`src/dtr_pkg.sv`:
```
// ----------------------------------------------------------------------------
// dtr_pkg: shared types and constants for the dirty tile run rectangle unit
// Holds field widths, register indexes, reset values and the state enums
// used by the front, back and divider blocks.
// ----------------------------------------------------------------------------
`timescale 1ns / 1ps
`default_nettype none

package dtr_pkg;

    // Mask word geometry
    localparam int WORD_BITS = 64;
    localparam int BIT_IDX_W = $clog2(WORD_BITS);

    // Tile coordinate width and saturation value
    localparam int DIM_BITS = 14;
    localparam int DIM_MAX  = (1 << DIM_BITS) - 1;

    // Register and field widths
    localparam int FW_W   = 14;
    localparam int FH_W   = 14;
    localparam int TS_W   = 11;
    localparam int X_W    = 14;
    localparam int PIX_W  = 15;
    localparam int MUL_A_W = DIM_BITS + 1;

    // Configuration port
    localparam int CFG_IDX_W  = 2;
    localparam int CFG_DATA_W = 14;
    localparam logic [CFG_IDX_W-1:0] CFG_FRAME_WIDTH  = 2'd0;
    localparam logic [CFG_IDX_W-1:0] CFG_FRAME_HEIGHT = 2'd1;
    localparam logic [CFG_IDX_W-1:0] CFG_TILE_SIZE    = 2'd2;

    localparam logic [FW_W-1:0] FW_RESET = 14'd1024;
    localparam logic [FH_W-1:0] FH_RESET = 14'd768;
    localparam logic [TS_W-1:0] TS_RESET = 11'd32;

    // Tile count divider: numerator is pixels + tile - 1
    localparam int DIV_NUM_W  = 15;
    localparam int DIV_STEPS  = DIV_NUM_W;
    localparam int DIV_CNT_W  = $clog2(DIV_STEPS + 1);

    // Word queue between front and back (power of two depth)
    localparam int QUEUE_DEPTH = 2;
    localparam int QPTR_W      = $clog2(QUEUE_DEPTH);
    localparam int QCNT_W      = $clog2(QUEUE_DEPTH + 1);

    // Tile count sequencer
    typedef enum logic [2:0] {
        CNT_START_X,
        CNT_WAIT_X,
        CNT_START_Y,
        CNT_WAIT_Y,
        CNT_READY
    } cnt_state_t;

    // Bit scanner
    typedef enum logic [1:0] {
        SCAN_IDLE,
        SCAN_BITS,
        SCAN_CLOSE,
        SCAN_FINISH
    } scan_state_t;

    // Rectangle arithmetic steps on the shared multiplier
    typedef enum logic [1:0] {
        MUL_X,
        MUL_W,
        MUL_Y,
        MUL_OUT
    } mul_step_t;

    // Frame geometry handed from front to back
    typedef struct packed {
        logic                ready;
        logic [TS_W-1:0]     ts;
        logic [FH_W-1:0]     fh;
        logic [DIM_BITS-1:0] tx;
        logic [DIM_BITS-1:0] ty;
    } tile_cfg_t;

    // One closed run, in tile units
    typedef struct packed {
        logic [DIM_BITS-1:0] start_col;
        logic [DIM_BITS:0]   end_col;
        logic [DIM_BITS-1:0] row;
    } run_ev_t;

endpackage

`default_nettype wire

```
`src/dirty_tile_run_rectangles_unit.sv`:
```
// ----------------------------------------------------------------------------
// dirty_tile_run_rectangles_unit: dirty tile bitmap to run rectangles
// Scans a row-major dirty tile bitmap word by word and emits one pixel
// rectangle per horizontal run of dirty tiles within a tile row.
//
//   channel  direction  handshake            payload
//   cfg      in         cfg_we               cfg_index, cfg_data
//   in       in         in_valid / in_stall  mask_word, last_word
//   out      out        out_valid / out_stall rect_x, rect_y, rect_width,
//                                             rect_height, last_of_word
//
// The scanner walks each word one flag per cycle, except while a new run
// event waits for the busy multiplier behind a held one; each rectangle
// then passes the shared multiplier steps x, width, y and out, and the next
// rectangle enters them only after the last one has left.
// After reset and after every configuration write the tile counts are
// rebuilt by the serial divider; words queue meanwhile.
// The two-word input queue and the output register let either side stall.
// ----------------------------------------------------------------------------
`timescale 1ns / 1ps
`default_nettype none

module dirty_tile_run_rectangles_unit (
    input  wire logic                          clk,
    input  wire logic                          rst_n,
    input  wire logic                          cfg_we,
    input  wire logic [dtr_pkg::CFG_IDX_W-1:0]  cfg_index,
    input  wire logic [dtr_pkg::CFG_DATA_W-1:0] cfg_data,
    input  wire logic                          in_valid,
    output logic                               in_stall,
    input  wire logic [dtr_pkg::WORD_BITS-1:0]  mask_word,
    input  wire logic                          last_word,
    output logic                               out_valid,
    input  wire logic                          out_stall,
    output logic [dtr_pkg::X_W-1:0]             rect_x,
    output logic signed [dtr_pkg::PIX_W-1:0]    rect_y,
    output logic [dtr_pkg::PIX_W-1:0]           rect_width,
    output logic [dtr_pkg::TS_W-1:0]            rect_height,
    output logic                               last_of_word
);
    import dtr_pkg::*;

    logic                 q_valid, q_pop, q_last;
    logic [WORD_BITS-1:0] q_word;
    tile_cfg_t            tile_cfg;

    // Front: config, tile counts, word queue
    dtr_front u_front (
        .clk       (clk),
        .rst_n     (rst_n),
        .cfg_we    (cfg_we),
        .cfg_index (cfg_index),
        .cfg_data  (cfg_data),
        .in_valid  (in_valid),
        .in_stall  (in_stall),
        .mask_word (mask_word),
        .last_word (last_word),
        .q_valid   (q_valid),
        .q_pop     (q_pop),
        .q_word    (q_word),
        .q_last    (q_last),
        .tile_cfg  (tile_cfg)
    );

    // Back: scanner and rectangle arithmetic
    dtr_back u_back (
        .clk          (clk),
        .rst_n        (rst_n),
        .q_valid      (q_valid),
        .q_pop        (q_pop),
        .q_word       (q_word),
        .q_last       (q_last),
        .tile_cfg     (tile_cfg),
        .out_valid    (out_valid),
        .out_stall    (out_stall),
        .rect_x       (rect_x),
        .rect_y       (rect_y),
        .rect_width   (rect_width),
        .rect_height  (rect_height),
        .last_of_word (last_of_word)
    );

`ifndef ASSERT_OFF
    // scanner only takes words that are there
    a_pop_needs_word: assert property (@(posedge clk) disable iff (!rst_n)
        q_pop |-> q_valid)
        else $error("word popped from empty queue");

    // scanner never starts a word on stale tile counts
    a_pop_needs_counts: assert property (@(posedge clk) disable iff (!rst_n)
        q_pop |-> tile_cfg.ready)
        else $error("word started before tile counts were ready");

    // a register write invalidates the tile counts
    a_write_restarts: assert property (@(posedge clk) disable iff (!rst_n)
        cfg_we |=> !tile_cfg.ready)
        else $error("tile counts still marked ready after a write");
`endif

endmodule

`default_nettype wire

```
`src/dtr_div.sv`:
```
// ----------------------------------------------------------------------------
// dtr_div: iterative unsigned divider
// Restoring division, one quotient bit per cycle, for the tile counts.
// ----------------------------------------------------------------------------
`timescale 1ns / 1ps
`default_nettype none

module dtr_div (
    input  wire logic                        clk,
    input  wire logic                        rst_n,
    input  wire logic                        start,
    input  wire logic [dtr_pkg::DIV_NUM_W-1:0] num,
    input  wire logic [dtr_pkg::TS_W-1:0]      den,
    output logic                             busy,
    output logic [dtr_pkg::DIV_NUM_W-1:0]      quot
);
    import dtr_pkg::*;

    logic [DIV_CNT_W-1:0] cnt_reg, cnt_next;
    logic [DIV_NUM_W-1:0] num_reg, num_next;
    logic [DIV_NUM_W-1:0] quot_reg, quot_next;
    logic [TS_W-1:0]      rem_reg, rem_next;
    logic [TS_W:0]        rem_sh;

    // One restoring step per cycle
    always_comb
    begin
        cnt_next  = cnt_reg;
        num_next  = num_reg;
        quot_next = quot_reg;
        rem_next  = rem_reg;
        rem_sh    = {rem_reg, num_reg[DIV_NUM_W-1]};
        if (start)
        begin
            cnt_next  = DIV_CNT_W'(DIV_STEPS);
            num_next  = num;
            quot_next = '0;
            rem_next  = '0;
        end
        else if (cnt_reg != '0)
        begin
            cnt_next = cnt_reg - 1'b1;
            num_next = {num_reg[DIV_NUM_W-2:0], 1'b0};
            if (rem_sh >= {1'b0, den})
            begin
                rem_next  = TS_W'(rem_sh - {1'b0, den});
                quot_next = {quot_reg[DIV_NUM_W-2:0], 1'b1};
            end
            else
            begin
                rem_next  = TS_W'(rem_sh);
                quot_next = {quot_reg[DIV_NUM_W-2:0], 1'b0};
            end
        end
    end

    always_ff @(posedge clk or negedge rst_n)
    begin
        if (!rst_n)
            cnt_reg <= '0;
        else
            cnt_reg <= cnt_next;
    end

    always_ff @(posedge clk)
    begin
        num_reg  <= num_next;
        quot_reg <= quot_next;
        rem_reg  <= rem_next;
    end

    assign busy = (cnt_reg != '0);
    assign quot = quot_reg;

endmodule

`default_nettype wire

```
`src/dtr_front.sv`:
```
// ----------------------------------------------------------------------------
// dtr_front: input side of the dirty tile run rectangle unit
// Holds the configuration registers, derives the tile counts with the
// divider and buffers incoming mask words in a short queue.
// ----------------------------------------------------------------------------
`timescale 1ns / 1ps
`default_nettype none

module dtr_front (
    input  wire logic                          clk,
    input  wire logic                          rst_n,
    // configuration writes
    input  wire logic                          cfg_we,
    input  wire logic [dtr_pkg::CFG_IDX_W-1:0]  cfg_index,
    input  wire logic [dtr_pkg::CFG_DATA_W-1:0] cfg_data,
    // mask words in
    input  wire logic                          in_valid,
    output logic                               in_stall,
    input  wire logic [dtr_pkg::WORD_BITS-1:0]  mask_word,
    input  wire logic                          last_word,
    // queued words out to the scanner
    output logic                               q_valid,
    input  wire logic                          q_pop,
    output logic [dtr_pkg::WORD_BITS-1:0]       q_word,
    output logic                               q_last,
    output dtr_pkg::tile_cfg_t                  tile_cfg
);
    import dtr_pkg::*;

    // Configuration registers
    logic [FW_W-1:0] fw_reg;
    logic [FH_W-1:0] fh_reg;
    logic [TS_W-1:0] ts_reg;
    logic [TS_W-1:0] ts_eff;

    always_ff @(posedge clk or negedge rst_n)
    begin
        if (!rst_n)
        begin
            fw_reg <= FW_RESET;
            fh_reg <= FH_RESET;
            ts_reg <= TS_RESET;
        end
        else if (cfg_we)
        begin
            case (cfg_index)
                CFG_FRAME_WIDTH:  fw_reg <= FW_W'(cfg_data);
                CFG_FRAME_HEIGHT: fh_reg <= FH_W'(cfg_data);
                CFG_TILE_SIZE:    ts_reg <= TS_W'(cfg_data);
                default:          ;
            endcase
        end
    end

    // A zero tile size acts as one
    assign ts_eff = (ts_reg == '0) ? TS_W'(1) : ts_reg;

    // Tile count sequencer: ceil(width / tile), then ceil(height / tile)
    cnt_state_t           cnt_state_reg, cnt_state_next;
    logic                 div_start, div_busy;
    logic                 latch_x, latch_y;
    logic [DIV_NUM_W-1:0] div_num, div_quot, num_x, num_y, quot_sat;
    logic [DIM_BITS-1:0]  tx_reg, ty_reg;

    assign num_x = DIV_NUM_W'(fw_reg) + DIV_NUM_W'(ts_eff) - DIV_NUM_W'(1);
    assign num_y = DIV_NUM_W'(fh_reg) + DIV_NUM_W'(ts_eff) - DIV_NUM_W'(1);
    assign div_num = (cnt_state_reg == CNT_START_X) ? num_x : num_y;
    assign quot_sat = (div_quot > DIV_NUM_W'(DIM_MAX)) ? DIV_NUM_W'(DIM_MAX) : div_quot;

    always_ff @(posedge clk or negedge rst_n)
    begin
        if (!rst_n)
            cnt_state_reg <= CNT_START_X;
        else
            cnt_state_reg <= cnt_state_next;
    end

    always_comb
    begin
        cnt_state_next = cnt_state_reg;
        div_start      = 1'b0;
        latch_x        = 1'b0;
        latch_y        = 1'b0;
        case (cnt_state_reg)
            CNT_START_X:
            begin
                div_start      = 1'b1;
                cnt_state_next = CNT_WAIT_X;
            end
            CNT_WAIT_X:
            begin
                if (!div_busy)
                begin
                    latch_x        = 1'b1;
                    cnt_state_next = CNT_START_Y;
                end
            end
            CNT_START_Y:
            begin
                div_start      = 1'b1;
                cnt_state_next = CNT_WAIT_Y;
            end
            CNT_WAIT_Y:
            begin
                if (!div_busy)
                begin
                    latch_y        = 1'b1;
                    cnt_state_next = CNT_READY;
                end
            end
            CNT_READY: ;
            default:   cnt_state_next = CNT_START_X;
        endcase
        // any write restarts the count
        if (cfg_we)
            cnt_state_next = CNT_START_X;
    end

    always_ff @(posedge clk)
    begin
        if (latch_x)
            tx_reg <= DIM_BITS'(quot_sat);
        if (latch_y)
            ty_reg <= DIM_BITS'(quot_sat);
    end

    dtr_div u_div (
        .clk   (clk),
        .rst_n (rst_n),
        .start (div_start),
        .num   (div_num),
        .den   (ts_eff),
        .busy  (div_busy),
        .quot  (div_quot)
    );

    assign tile_cfg.ready = (cnt_state_reg == CNT_READY);
    assign tile_cfg.ts    = ts_eff;
    assign tile_cfg.fh    = fh_reg;
    assign tile_cfg.tx    = tx_reg;
    assign tile_cfg.ty    = ty_reg;

    // Word queue
    logic [WORD_BITS-1:0] qw_reg [QUEUE_DEPTH];
    logic                 ql_reg [QUEUE_DEPTH];
    logic [QPTR_W-1:0]    wr_ptr_reg, rd_ptr_reg;
    logic [QCNT_W-1:0]    count_reg;
    logic                 q_push;

    assign in_stall = (count_reg == QCNT_W'(QUEUE_DEPTH));
    assign q_push   = in_valid && !in_stall;
    assign q_valid  = (count_reg != '0);
    assign q_word   = qw_reg[rd_ptr_reg];
    assign q_last   = ql_reg[rd_ptr_reg];

    always_ff @(posedge clk or negedge rst_n)
    begin
        if (!rst_n)
        begin
            wr_ptr_reg <= '0;
            rd_ptr_reg <= '0;
            count_reg  <= '0;
        end
        else
        begin
            if (q_push)
                wr_ptr_reg <= wr_ptr_reg + 1'b1;
            if (q_pop)
                rd_ptr_reg <= rd_ptr_reg + 1'b1;
            if (q_push && !q_pop)
                count_reg <= count_reg + 1'b1;
            else if (!q_push && q_pop)
                count_reg <= count_reg - 1'b1;
        end
    end

    always_ff @(posedge clk)
    begin
        if (q_push)
        begin
            qw_reg[wr_ptr_reg] <= mask_word;
            ql_reg[wr_ptr_reg] <= last_word;
        end
    end

endmodule

`default_nettype wire

```
`src/dtr_back.sv`:
```
// ----------------------------------------------------------------------------
// dtr_back: run scanner and rectangle builder
// Walks each mask word one flag per cycle unless an event waits, closes runs
// into events, turns each into pixel coordinates on one shared multiplier.
// ----------------------------------------------------------------------------
`timescale 1ns / 1ps
`default_nettype none

module dtr_back (
    input  wire logic                         clk,
    input  wire logic                         rst_n,
    // queued words
    input  wire logic                         q_valid,
    output logic                              q_pop,
    input  wire logic [dtr_pkg::WORD_BITS-1:0] q_word,
    input  wire logic                         q_last,
    input  wire dtr_pkg::tile_cfg_t            tile_cfg,
    // rectangles out
    output logic                              out_valid,
    input  wire logic                         out_stall,
    output logic [dtr_pkg::X_W-1:0]            rect_x,
    output logic signed [dtr_pkg::PIX_W-1:0]   rect_y,
    output logic [dtr_pkg::PIX_W-1:0]          rect_width,
    output logic [dtr_pkg::TS_W-1:0]           rect_height,
    output logic                              last_of_word
);
    import dtr_pkg::*;

    // Scanner state
    scan_state_t          state_reg, state_next;
    logic [BIT_IDX_W-1:0] bit_idx_reg, bit_idx_next;
    logic [WORD_BITS-1:0] word_reg, word_next;
    logic                 last_reg, last_next;
    logic [DIM_BITS-1:0]  col_reg, col_next;
    logic [DIM_BITS-1:0]  row_reg, row_next;
    logic [DIM_BITS-1:0]  start_reg, start_next;
    logic                 open_reg, open_next;
    logic                 done_reg, done_next;

    // Event held back until it is known whether it is the last of its word
    logic                 pend_valid_reg, pend_valid_next;
    run_ev_t              pend_reg, pend_next;

    // Multiplier stage
    logic                 mq_busy_reg, mq_busy_next;
    mul_step_t            mstep_reg, mstep_next;
    run_ev_t              mq_reg, mq_next;
    logic                 mq_last_reg, mq_last_next;
    logic [PIX_W-1:0]     prod_reg, prod_next;
    logic [X_W-1:0]       x_reg, x_next;
    logic [PIX_W-1:0]     w_reg, w_next;
    logic [MUL_A_W-1:0]   mul_a;
    logic [MUL_A_W+TS_W-1:0] mul_full;

    // Output register
    logic                 out_valid_reg, out_valid_next;
    logic [X_W-1:0]       ox_reg, ox_next;
    logic [PIX_W-1:0]     oy_reg, oy_next;
    logic [PIX_W-1:0]     ow_reg, ow_next;
    logic [TS_W-1:0]      oh_reg, oh_next;
    logic                 ol_reg, ol_next;

    // Per-flag decode
    logic                 bit_set, skip, row_end, ev_fire, hold;
    logic [DIM_BITS:0]    col_inc;
    logic [DIM_BITS-1:0]  row_inc;
    run_ev_t              ev;
    logic                 out_free, out_load;

    assign out_free = !out_valid_reg || !out_stall;

    always_comb
    begin
        // defaults: hold everything
        state_next      = state_reg;
        bit_idx_next    = bit_idx_reg;
        word_next       = word_reg;
        last_next       = last_reg;
        col_next        = col_reg;
        row_next        = row_reg;
        start_next      = start_reg;
        open_next       = open_reg;
        done_next       = done_reg;
        pend_valid_next = pend_valid_reg;
        pend_next       = pend_reg;
        mq_busy_next    = mq_busy_reg;
        mstep_next      = mstep_reg;
        mq_next         = mq_reg;
        mq_last_next    = mq_last_reg;
        prod_next       = prod_reg;
        x_next          = x_reg;
        w_next          = w_reg;
        out_valid_next  = out_valid_reg;
        ox_next         = ox_reg;
        oy_next         = oy_reg;
        ow_next         = ow_reg;
        oh_next         = oh_reg;
        ol_next         = ol_reg;
        q_pop           = 1'b0;
        out_load        = 1'b0;

        bit_set = word_reg[bit_idx_reg];
        skip    = done_reg || (tile_cfg.tx == '0) || (tile_cfg.ty == '0)
                  || (row_reg >= tile_cfg.ty);
        col_inc = {1'b0, col_reg} + (DIM_BITS+1)'(1);
        row_inc = row_reg + DIM_BITS'(1);
        row_end = (col_inc >= {1'b0, tile_cfg.tx});
        ev_fire = 1'b0;
        ev.start_col = open_reg ? start_reg : col_reg;
        ev.end_col   = {1'b0, col_reg};
        ev.row       = row_reg;

        // output transfer
        if (out_valid_reg && !out_stall)
            out_valid_next = 1'b0;

        // multiplier: x, width, then y, one product per cycle
        mul_a = '0;
        case (mstep_reg)
            MUL_X:   mul_a = {1'b0, mq_reg.start_col};
            MUL_W:   mul_a = mq_reg.end_col - {1'b0, mq_reg.start_col};
            MUL_Y:   mul_a = {1'b0, mq_reg.row} + MUL_A_W'(1);
            default: mul_a = '0;
        endcase
        mul_full = mul_a * tile_cfg.ts;

        if (mq_busy_reg)
        begin
            case (mstep_reg)
                MUL_X:
                begin
                    prod_next  = PIX_W'(mul_full);
                    mstep_next = MUL_W;
                end
                MUL_W:
                begin
                    x_next     = X_W'(prod_reg);
                    prod_next  = PIX_W'(mul_full);
                    mstep_next = MUL_Y;
                end
                MUL_Y:
                begin
                    w_next     = prod_reg;
                    prod_next  = PIX_W'(mul_full);
                    mstep_next = MUL_OUT;
                end
                MUL_OUT:
                begin
                    if (out_free)
                    begin
                        out_load     = 1'b1;
                        mq_busy_next = 1'b0;
                    end
                end
                default: mstep_next = MUL_X;
            endcase
        end

        if (out_load)
        begin
            out_valid_next = 1'b1;
            ox_next        = x_reg;
            ow_next        = w_reg;
            oy_next        = PIX_W'(tile_cfg.fh) - prod_reg;
            oh_next        = tile_cfg.ts;
            ol_next        = mq_last_reg;
        end

        // scanner
        hold = 1'b0;
        case (state_reg)
            SCAN_IDLE:
            begin
                if (q_valid && tile_cfg.ready)
                begin
                    q_pop        = 1'b1;
                    word_next    = q_word;
                    last_next    = q_last;
                    bit_idx_next = '0;
                    state_next   = SCAN_BITS;
                end
            end
            SCAN_BITS:
            begin
                if (!skip)
                begin
                    if (bit_set)
                    begin
                        if (row_end)
                        begin
                            ev_fire     = 1'b1;
                            ev.end_col  = col_inc;
                        end
                    end
                    else if (open_reg)
                        ev_fire = 1'b1;
                end
                hold = ev_fire && pend_valid_reg && mq_busy_reg;
                if (!hold)
                begin
                    if (!skip)
                    begin
                        if (bit_set && !open_reg)
                            start_next = col_reg;
                        open_next = bit_set && !row_end;
                        if (row_end)
                        begin
                            col_next = '0;
                            row_next = row_inc;
                            if (row_inc >= tile_cfg.ty)
                                done_next = 1'b1;
                        end
                        else
                            col_next = DIM_BITS'(col_inc);
                    end
                    bit_idx_next = bit_idx_reg + 1'b1;
                    if (bit_idx_reg == BIT_IDX_W'(WORD_BITS - 1))
                        state_next = SCAN_CLOSE;
                end
            end
            SCAN_CLOSE:
            begin
                // the last word of a frame closes any open run and rewinds
                if (last_reg)
                begin
                    ev_fire = open_reg;
                    hold    = ev_fire && pend_valid_reg && mq_busy_reg;
                    if (!hold)
                    begin
                        col_next   = '0;
                        row_next   = '0;
                        open_next  = 1'b0;
                        start_next = '0;
                        done_next  = 1'b0;
                        state_next = SCAN_FINISH;
                    end
                end
                else
                    state_next = SCAN_FINISH;
            end
            SCAN_FINISH:
            begin
                // the held event is the last one of this word
                if (!pend_valid_reg)
                    state_next = SCAN_IDLE;
                else if (!mq_busy_reg)
                begin
                    mq_busy_next    = 1'b1;
                    mstep_next      = MUL_X;
                    mq_next         = pend_reg;
                    mq_last_next    = 1'b1;
                    pend_valid_next = 1'b0;
                    state_next      = SCAN_IDLE;
                end
            end
            default: state_next = SCAN_IDLE;
        endcase

        // new event: older held one goes to the multiplier
        if (ev_fire && !hold)
        begin
            if (pend_valid_reg)
            begin
                mq_busy_next = 1'b1;
                mstep_next   = MUL_X;
                mq_next      = pend_reg;
                mq_last_next = 1'b0;
            end
            pend_valid_next = 1'b1;
            pend_next       = ev;
        end
    end

    // Control registers
    always_ff @(posedge clk or negedge rst_n)
    begin
        if (!rst_n)
        begin
            state_reg      <= SCAN_IDLE;
            col_reg        <= '0;
            row_reg        <= '0;
            start_reg      <= '0;
            open_reg       <= 1'b0;
            done_reg       <= 1'b0;
            pend_valid_reg <= 1'b0;
            mq_busy_reg    <= 1'b0;
            mstep_reg      <= MUL_X;
            out_valid_reg  <= 1'b0;
        end
        else
        begin
            state_reg      <= state_next;
            col_reg        <= col_next;
            row_reg        <= row_next;
            start_reg      <= start_next;
            open_reg       <= open_next;
            done_reg       <= done_next;
            pend_valid_reg <= pend_valid_next;
            mq_busy_reg    <= mq_busy_next;
            mstep_reg      <= mstep_next;
            out_valid_reg  <= out_valid_next;
        end
    end

    // Payload registers
    always_ff @(posedge clk)
    begin
        bit_idx_reg <= bit_idx_next;
        word_reg    <= word_next;
        last_reg    <= last_next;
        pend_reg    <= pend_next;
        mq_reg      <= mq_next;
        mq_last_reg <= mq_last_next;
        prod_reg    <= prod_next;
        x_reg       <= x_next;
        w_reg       <= w_next;
        ox_reg      <= ox_next;
        oy_reg      <= oy_next;
        ow_reg      <= ow_next;
        oh_reg      <= oh_next;
        ol_reg      <= ol_next;
    end

    assign out_valid    = out_valid_reg;
    assign rect_x       = ox_reg;
    assign rect_y       = $signed(oy_reg);
    assign rect_width   = ow_reg;
    assign rect_height  = oh_reg;
    assign last_of_word = ol_reg;

endmodule

`default_nettype wire

```
`config.mk`:
```
export PLATFORM = sky130hd
export DESIGN_NAME = dirty_tile_run_rectangles_unit
export DESIGN_NICKNAME = d
export VERILOG_FILES = /design/src/dtr_pkg.sv /design/src/dirty_tile_run_rectangles_unit.sv /design/src/dtr_div.sv /design/src/dtr_front.sv /design/src/dtr_back.sv
export SDC_FILE = /design/constraint.sdc
export NUM_CORES = 1
export LEC_CHECK = 0
export ABC_AREA = 1
export BUFFER_PORTS_ARGS = -buffer_cell sky130_fd_sc_hd__buf_2
export CAP_MARGIN = 20
export CORE_MARGIN = 2
export CORE_UTILIZATION = 40
export CTS_CLUSTER_DIAMETER = 100
export CTS_CLUSTER_SIZE = 14
export DETAILED_ROUTE_END_ITERATION = 8
export GPL_TIMING_DRIVEN = 0
export SKIP_CTS_REPAIR_TIMING = 1
export SYNTH_ARGS = -nofsm -noshare
export SYNTH_HDL_FRONTEND = slang
export SYNTH_SLANG_ARGS = --single-unit
```
`constraint.sdc`:
```
create_clock -name clk -period 5.65 [get_ports clk]
set_input_delay 0.565 -clock clk [delete_from_list [all_inputs] [get_ports clk]]
set_output_delay 0.565 -clock clk [all_outputs]
set_load 0.02 [all_outputs]
```
==> impl_metrics.toml, run 1 <==
[synthesis]
synth.distinct_cells = 61
synthTopCellsByArea = "edfxtp_1 37%, nand2_1 9.3%, dfrtp_1 7.7%"
synthesis.area_um2 = 31500
yosysWarnings = 0
synth.net_count = 3730
ys_seq_area_frac = 0.495
synth_edf_count = 388
yosys_most_used_dff = "edfxtp_1"
synthCells = 3399
synth_most_common_cell = "nand2_1"
synth_largest_area_cell = "edfxtp_1"
synth_commonest_cells = "783 x nand2_1, 517 x inv_1, 388 x edfxtp_1, 323 x o21ai_0, 229 x nor2_1"
ys_seq_elements = 558
synthArstFlopShare = 0.181
postSynthAreaPerCell_um2 = 9.26
synth_top_area_frac = 0.370

[placed_design]
place.gp.congestion = 0.925
post-place-ws_ns = -1.08
port_buffers = 142
place_area_um2 = 33900
hpwl_um = 58600

[global_routing]
antenna_found_initial = 1
track_usage = 0.191
grt_pass1_wl_um = 123000
grt_max_degree = 64
grt_pass1_vias = 22377
overflow = 0

[routing]
routed_wl_um = 78000
wl_per_cell_um = 16.5
drt_iter0_drc = 1654
via_per_inst = 4.93
postRouteAntennaNets = 0
firstDrtPassIters = 5
remaining_drc_errors = 0
vias = 23293

[cts]
cts_tree = "built"
clkSinkCount = 558
clk_pin_slew_ns = 0.08
cts_buffers = 47
cts_max_level = 2
root_buffer = "clkbuf_16"
clk_latency_ns = 0.64
cts_buffer_depth = 3

[setup_path]
end_kind = "flip-flop"
startpoint_type = "flip-flop"
worst_r2r_endpoint = "u_back.prod_reg[14]"
cp_slowest_cell = "fa_1"
crit_required_ns = 6.02
r2r-start = "u_back.mq_reg[14]"
path_class = "flip-flop to flip-flop"
reg2reg_depth = 29
critical_path.max_fanout = 4
critPathArrivalTime_ns = 6.29
r2r_setup_slack_ns = -0.27
slowest_delay_ns = 0.59

[pwr]
p_switching_uw = 7750
clkPwrFrac = 0.171
peakVddDrop_uv = 417
combinationalPowerShare = 0.506
swShare = 0.424
p_leak_uw = 0.0155
p_int_uw = 10500
seqPwrFrac = 0.323
pwr_density_cell_nw_per_um2 = 506

[cells_and_area]
fin_area_um2 = 36100
diodes = 0
fin_util = 0.465
drive_gt1_frac = 0.161
largest_reg_flops = 128
nets = 3973
area_delta_synth_final_pct = 14.9

[sta]
clock_skew_ns = 0.0719
max_freq_ghz = 0.169
setup_viol = 2
finalWorstSetupSlack_ns = -0.266
finalHoldViolCount = 0
rsz0062_at_grt = "true"
min_period_ns = 5.92
tightest_slew_ns = 0.766
finalCritPeriodShare = 1.05
slew_headroom = 0.489
drv_slew = 0

[floorplan]
die_w_um = 284
ios = 144
core-area_um2 = 77700
rows = 102
die_y_um = 284
start_util = 0.405
fp.dieArea_um2 = 80900

[run_status]
status = "finished with violations"
violations = "setup timing"

[hold_path]
hold_path_end = "u_front.qw_reg[1][41]"
hp-class = "input port to flip-flop"
hold_start = "mask_word[41]"
min_path_cells = 1

[run]
cap_violations = 0
## layout make-up
| cell class | instances | area [um^2] |
|---|---|---|
| clock buffer | 81 | 1320 |
| inverter | 530 | 2010 |
| timing repair buffer | 194 | 1260 |
| multi-input combinational | 2186 | 13900 |
| buffer | 125 | 668 |
| sequential | 558 | 15600 |
| clock inverter | 6 | 124 |
| tap | 1040 | 1300 |
| fill | 7396 | 41600 |
## layout by cell type, fill, tap and decap left out, drive strengths merged, types with 9 or more instances in the layout
cell type,synthesis,routed
dfrtp,97,97
nand4,25,25
o22ai,9,9
or2,14,14
nand2,794,794
ha,174,174
o211ai,14,14
mux2,65,65
clkbuf,90,169
nor3,26,26
xor2,40,40
nand3,106,106
buf,35,230
nor2,233,233
a21boi,23,23
clkinv,8,12
a21oi,146,146
a31oi,9,9
o21bai,9,9
inv,522,524
o21ai,360,360
dfxtp,69,69
xnor2,25,25
edfxtp,388,388
fa,71,71
## per-layer routing
layer / track usage / wire length, um / vias up
li1: - / - / 11672
met1: 0.258 / 35000 / 10919
met2: 0.317 / 36600 / 572
met3: 0.0265 / 4140 / 128
met4: 0.0605 / 2220 / 2
met5: 0 / 13 / -
## stage by stage
| step | power [uW] | setup TNS (ns) | hold slack (ns) | cells |
|---|---|---|---|---|
| after floorplan | 11900 | -0.0339 | 0.269 | 3399 |
| after global placement | 14200 | -21.21 | 0.403 | 4581 |
| after detailed placement | 14300 | -2.97 | 0.405 | 4593 |
| after CTS | 17500 | -2.86 | -0.142 | 4680 |
| after global routing | 19700 | -1.03 | 0.0871 | 4720 |
| final | 18300 | -0.467 | 0.114 | 4720 |
## logic make-up after synthesis
group	synth area share
buffers and inverters	0.0841
xor gates and xnor gates	0.0181
adders and majority gates	0.114
DFF	0.495
AOI/OAI and AO/OA	0.105
muxes	0.0245
and+or+nand+nor	0.159
## critical path: cells and delay by family, from the launching register on
kind,cells,cell delay (ns)
AO/OA/AOI/OAI,4,0.61
XOR/XNOR,1,0.20
adder cells (fa/ha/maj),8,3.31
buffers and inverters,7,0.46
flip-flops,1,0.33
AND/OR/NAND/NOR,9,0.78
## power groups by stage
stage	Clock (uW)	Sequential (uW)	Combinational, uW
after detailed placement	0	5950	8370
after floorplan	0	5930	6020
final	3130	5900	9250
after global placement	0	5990	8220
after global routing	3370	5970	10400
after CTS	3220	5870	8420
## worst max path at each step
stage,start,endpoint,slack (ns)
2_1_floorplan,u_back.mq_reg[14],u_back.prod_reg[14],-0.03
3_3_place_gp,u_back.mstep_reg[0],u_back.prod_reg[14],-1.08
3_5_place_dp,u_back.mstep_reg[0],u_back.prod_reg[14],-1.08
4_1_cts,u_back.mstep_reg[0],u_back.prod_reg[14],-1.08
5_1_grt,u_back.mq_reg[14],u_back.prod_reg[14],-0.58
6_report,u_back.mq_reg[14],u_back.prod_reg[14],-0.27
Note: power is estimated with default switching activity, not from simulation.
==> inputs of run 2 (changes only) <==
--- a/config.mk
+++ b/config.mk
@@ -17,4 +17,5 @@
 export SKIP_CTS_REPAIR_TIMING = 1
 export SYNTH_ARGS = -nofsm -noshare
 export SYNTH_HDL_FRONTEND = slang
+export SYNTH_HIERARCHICAL = 1
 export SYNTH_SLANG_ARGS = --single-unit
==> run 2 against run 1 <==
Effect of this change:
- the flow still finishes with violations (setup timing)
- via count is 5.9% higher
- fmax shrank 1.1%
- final area grew 2.8%
- global-route usage barely moved
- non-clock buffer count shrank 9
- power grew 18%
- utilization fell by 0.31 points
- highest routed layer unchanged
==> impl_metrics.toml, run 2 <==
[floorplan]
start_util = 0.403
rows = 104
ios = 144
core-area_um2 = 80400
fp.dieArea_um2 = 83400
die_w_um = 289
die_y_um = 289

[global_routing]
track_usage = 0.190
antenna_found_initial = 3
grt_pass1_vias = 23127
grt_max_degree = 85
overflow = 0
grt_pass1_wl_um = 126000

[synthesis]
synth_largest_area_cell = "edfxtp_1"
synthesis.area_um2 = 32400
synth.distinct_cells = 66
synthArstFlopShare = 0.181
ys_seq_elements = 558
synth_top_area_frac = 0.359
yosysWarnings = 6
synthCells = 3651
synth_most_common_cell = "nand2_1"
synthTopCellsByArea = "edfxtp_1 36%, nand2_1 11%, dfrtp_1 7.5%"
synth.net_count = 3982
ys_seq_area_frac = 0.480
yosys_most_used_dff = "edfxtp_1"
postSynthAreaPerCell_um2 = 8.88
synth_commonest_cells = "967 x nand2_1, 607 x inv_1, 388 x edfxtp_1, 215 x o21ai_0, 208 x nor2_1"
synth_edf_count = 388

[placed_design]
dp_cells = 4864
hpwl_um = 60300
port_buffers = 143
post-place-ws_ns = -0.844
place.gp.congestion = 0.897

[setup_path]
path_class = "flip-flop to flip-flop"
slowest_delay_ns = 0.53
r2r-start = "u_back/mq_reg[14]"
critPathArrivalTime_ns = 6.32
r2r_setup_slack_ns = -0.33
startpoint_type = "flip-flop"
end_kind = "flip-flop"
critical_path.max_fanout = 4
cp_slowest_cell = "fa_1"
crit_required_ns = 5.99
worst_r2r_endpoint = "u_back/prod_reg[14]"
reg2reg_depth = 34

[hold_path]
hold_path_end = "u_front/ql_reg[1]"
hold_start = "last_word"
min_path_cells = 1
hp-class = "input port to flip-flop"

[routing]
remaining_drc_errors = 0
wl_per_cell_um = 16.2
drt_iter0_drc = 1965
firstDrtPassIters = 8
postRouteAntennaNets = 0
routed_wl_um = 80800
via_per_inst = 4.95
vias = 24658

[pwr]
p_switching_uw = 9640
pwr_density_cell_nw_per_um2 = 582
seqPwrFrac = 0.278
p_int_uw = 12000
peakVddDrop_uv = 812
combinationalPowerShare = 0.579
clkPwrFrac = 0.143
power_uw = 21600
p_leak_uw = 0.0166
swShare = 0.446

[cells_and_area]
fin_util = 0.462
drive_gt1_frac = 0.152
layout.cells.most_common_list = "946 x nand2_1, 585 x inv_1, 388 x edfxtp_1"
layout.cells.non_filler = 4986
nets = 4220
layout_commonest_cell = "nand2_1"
area_delta_synth_final_pct = 14.5
regArea_um2 = 15600
diodes = 0
multi_input_area_um2 = 14600
nFillCells = 7802
largest_reg_flops = 128

[sta]
drv_slew = 0
slew_headroom = 0.388
hold_slack_ns = 0.158
clock_skew_ns = 0.0308
finalWorstSetupSlack_ns = -0.330
finalHoldViolCount = 0
rsz0062_at_grt = "true"
setup_viol = 3
tightest_slew_ns = 0.916
min_period_ns = 5.98
max_freq_ghz = 0.167
finalCritPeriodShare = 1.06

[cts]
root_buffer = "clkbuf_16"
clk_pin_slew_ns = 0.07
cts_buffers = 47
cts_max_level = 2
clk_latency_ns = 0.60
cts_buffer_depth = 3
cts_tree = "built"
clkSinkCount = 558

[run]
cap_violations = 0

[run_status]
status = "finished with violations"
violations = "setup timing"
run 2: cell count changes after synthesis, sizes merged, moves of 6 or more:
cell	previous run	this run
nand3	106	155
or2	14	20
o21ai	360	321
o22ai	9	22
inv	522	620
nand2	794	982
nor2	233	220
nand3b	7	18
nor3	26	16
buf	35	55
clkbuf	90	66
xnor2	25	12
a21oi	146	121
run 2: worst max-delay path by stage:
stage / start / endpoint / slack (ns)
2_1_floorplan: u_back/mq_reg[14] / u_back/prod_reg[14] / 0.0004
3_3_place_gp: u_back/mstep_reg[0] / u_back/prod_reg[14] / -0.79
3_5_place_dp: u_back/mstep_reg[0] / u_back/prod_reg[14] / -0.84
4_1_cts: u_back/mstep_reg[0] / u_back/prod_reg[14] / -0.89
5_1_grt: u_back/mq_reg[14] / u_back/prod_reg[14] / -0.60
6_report: u_back/mq_reg[14] / u_back/prod_reg[14] / -0.33
run 2: critical path, delay by kind of cell, from the launching register on:
family / cells / cell delay (ns)
compound gates: 2 / 0.22
xor+xnor: 1 / 0.22
fa+ha+maj: 8 / 3.29
buf+inv: 9 / 0.62
flops: 1 / 0.34
simple gates: 14 / 1.03
run 2: cell families after synthesis:
| group | count (synthesis) | share of synthesized area |
|---|---|---|
| xor gates and xnor gates | 56 | 0.0151 |
| DFF | 558 | 0.480 |
| AOI/OAI and AO/OA | 530 | 0.0899 |
| muxes | 66 | 0.0229 |
| adders and majority gates | 245 | 0.111 |
| buffers and inverters | 744 | 0.0921 |
| and+or+nand+nor | 1452 | 0.189 |
run 2: routing by layer:
layer,wire [um],GRT usage,share of wire,vias to the layer above
met3,3900,0.0251,0.048,149
met5,42,0,0.00052,-
met4,2400,0.0530,0.030,6
li1,-,-,-,12310
met1,37200,0.267,0.46,11573
met2,37300,0.310,0.46,620
run 2: layout make-up:
class | instances | area share
multi-input combinational | 2349 | 0.392
inverter | 623 | 0.0634
timing repair buffer | 189 | 0.0336
clock inverter | 5 | 0.00168
clock buffer | 81 | 0.0356
buffer | 121 | 0.0178
tap | 1060 | 0.0357
sequential | 558 | 0.420
run 2: metrics by stage:
step	setup TNS, ns	instance area, um^2
6_report	-0.637	37100
5_1_grt	-1.49	37100
3_5_place_dp	-2.69	34800
2_1_floorplan	0	32500
4_1_cts	-3.02	36100
3_3_place_gp	-20.91	34500
run 2: power by group through the flow:
stage          combinational [uW]  sequential (uW)  clock (uW)
2_1_floorplan                7700             5960           0
3_3_place_gp                10200             6110           0
3_5_place_dp                10400             6070           0
4_1_cts                     10400             5990        3180
5_1_grt                     14000             6090        3330
6_report                    12500             6010        3080
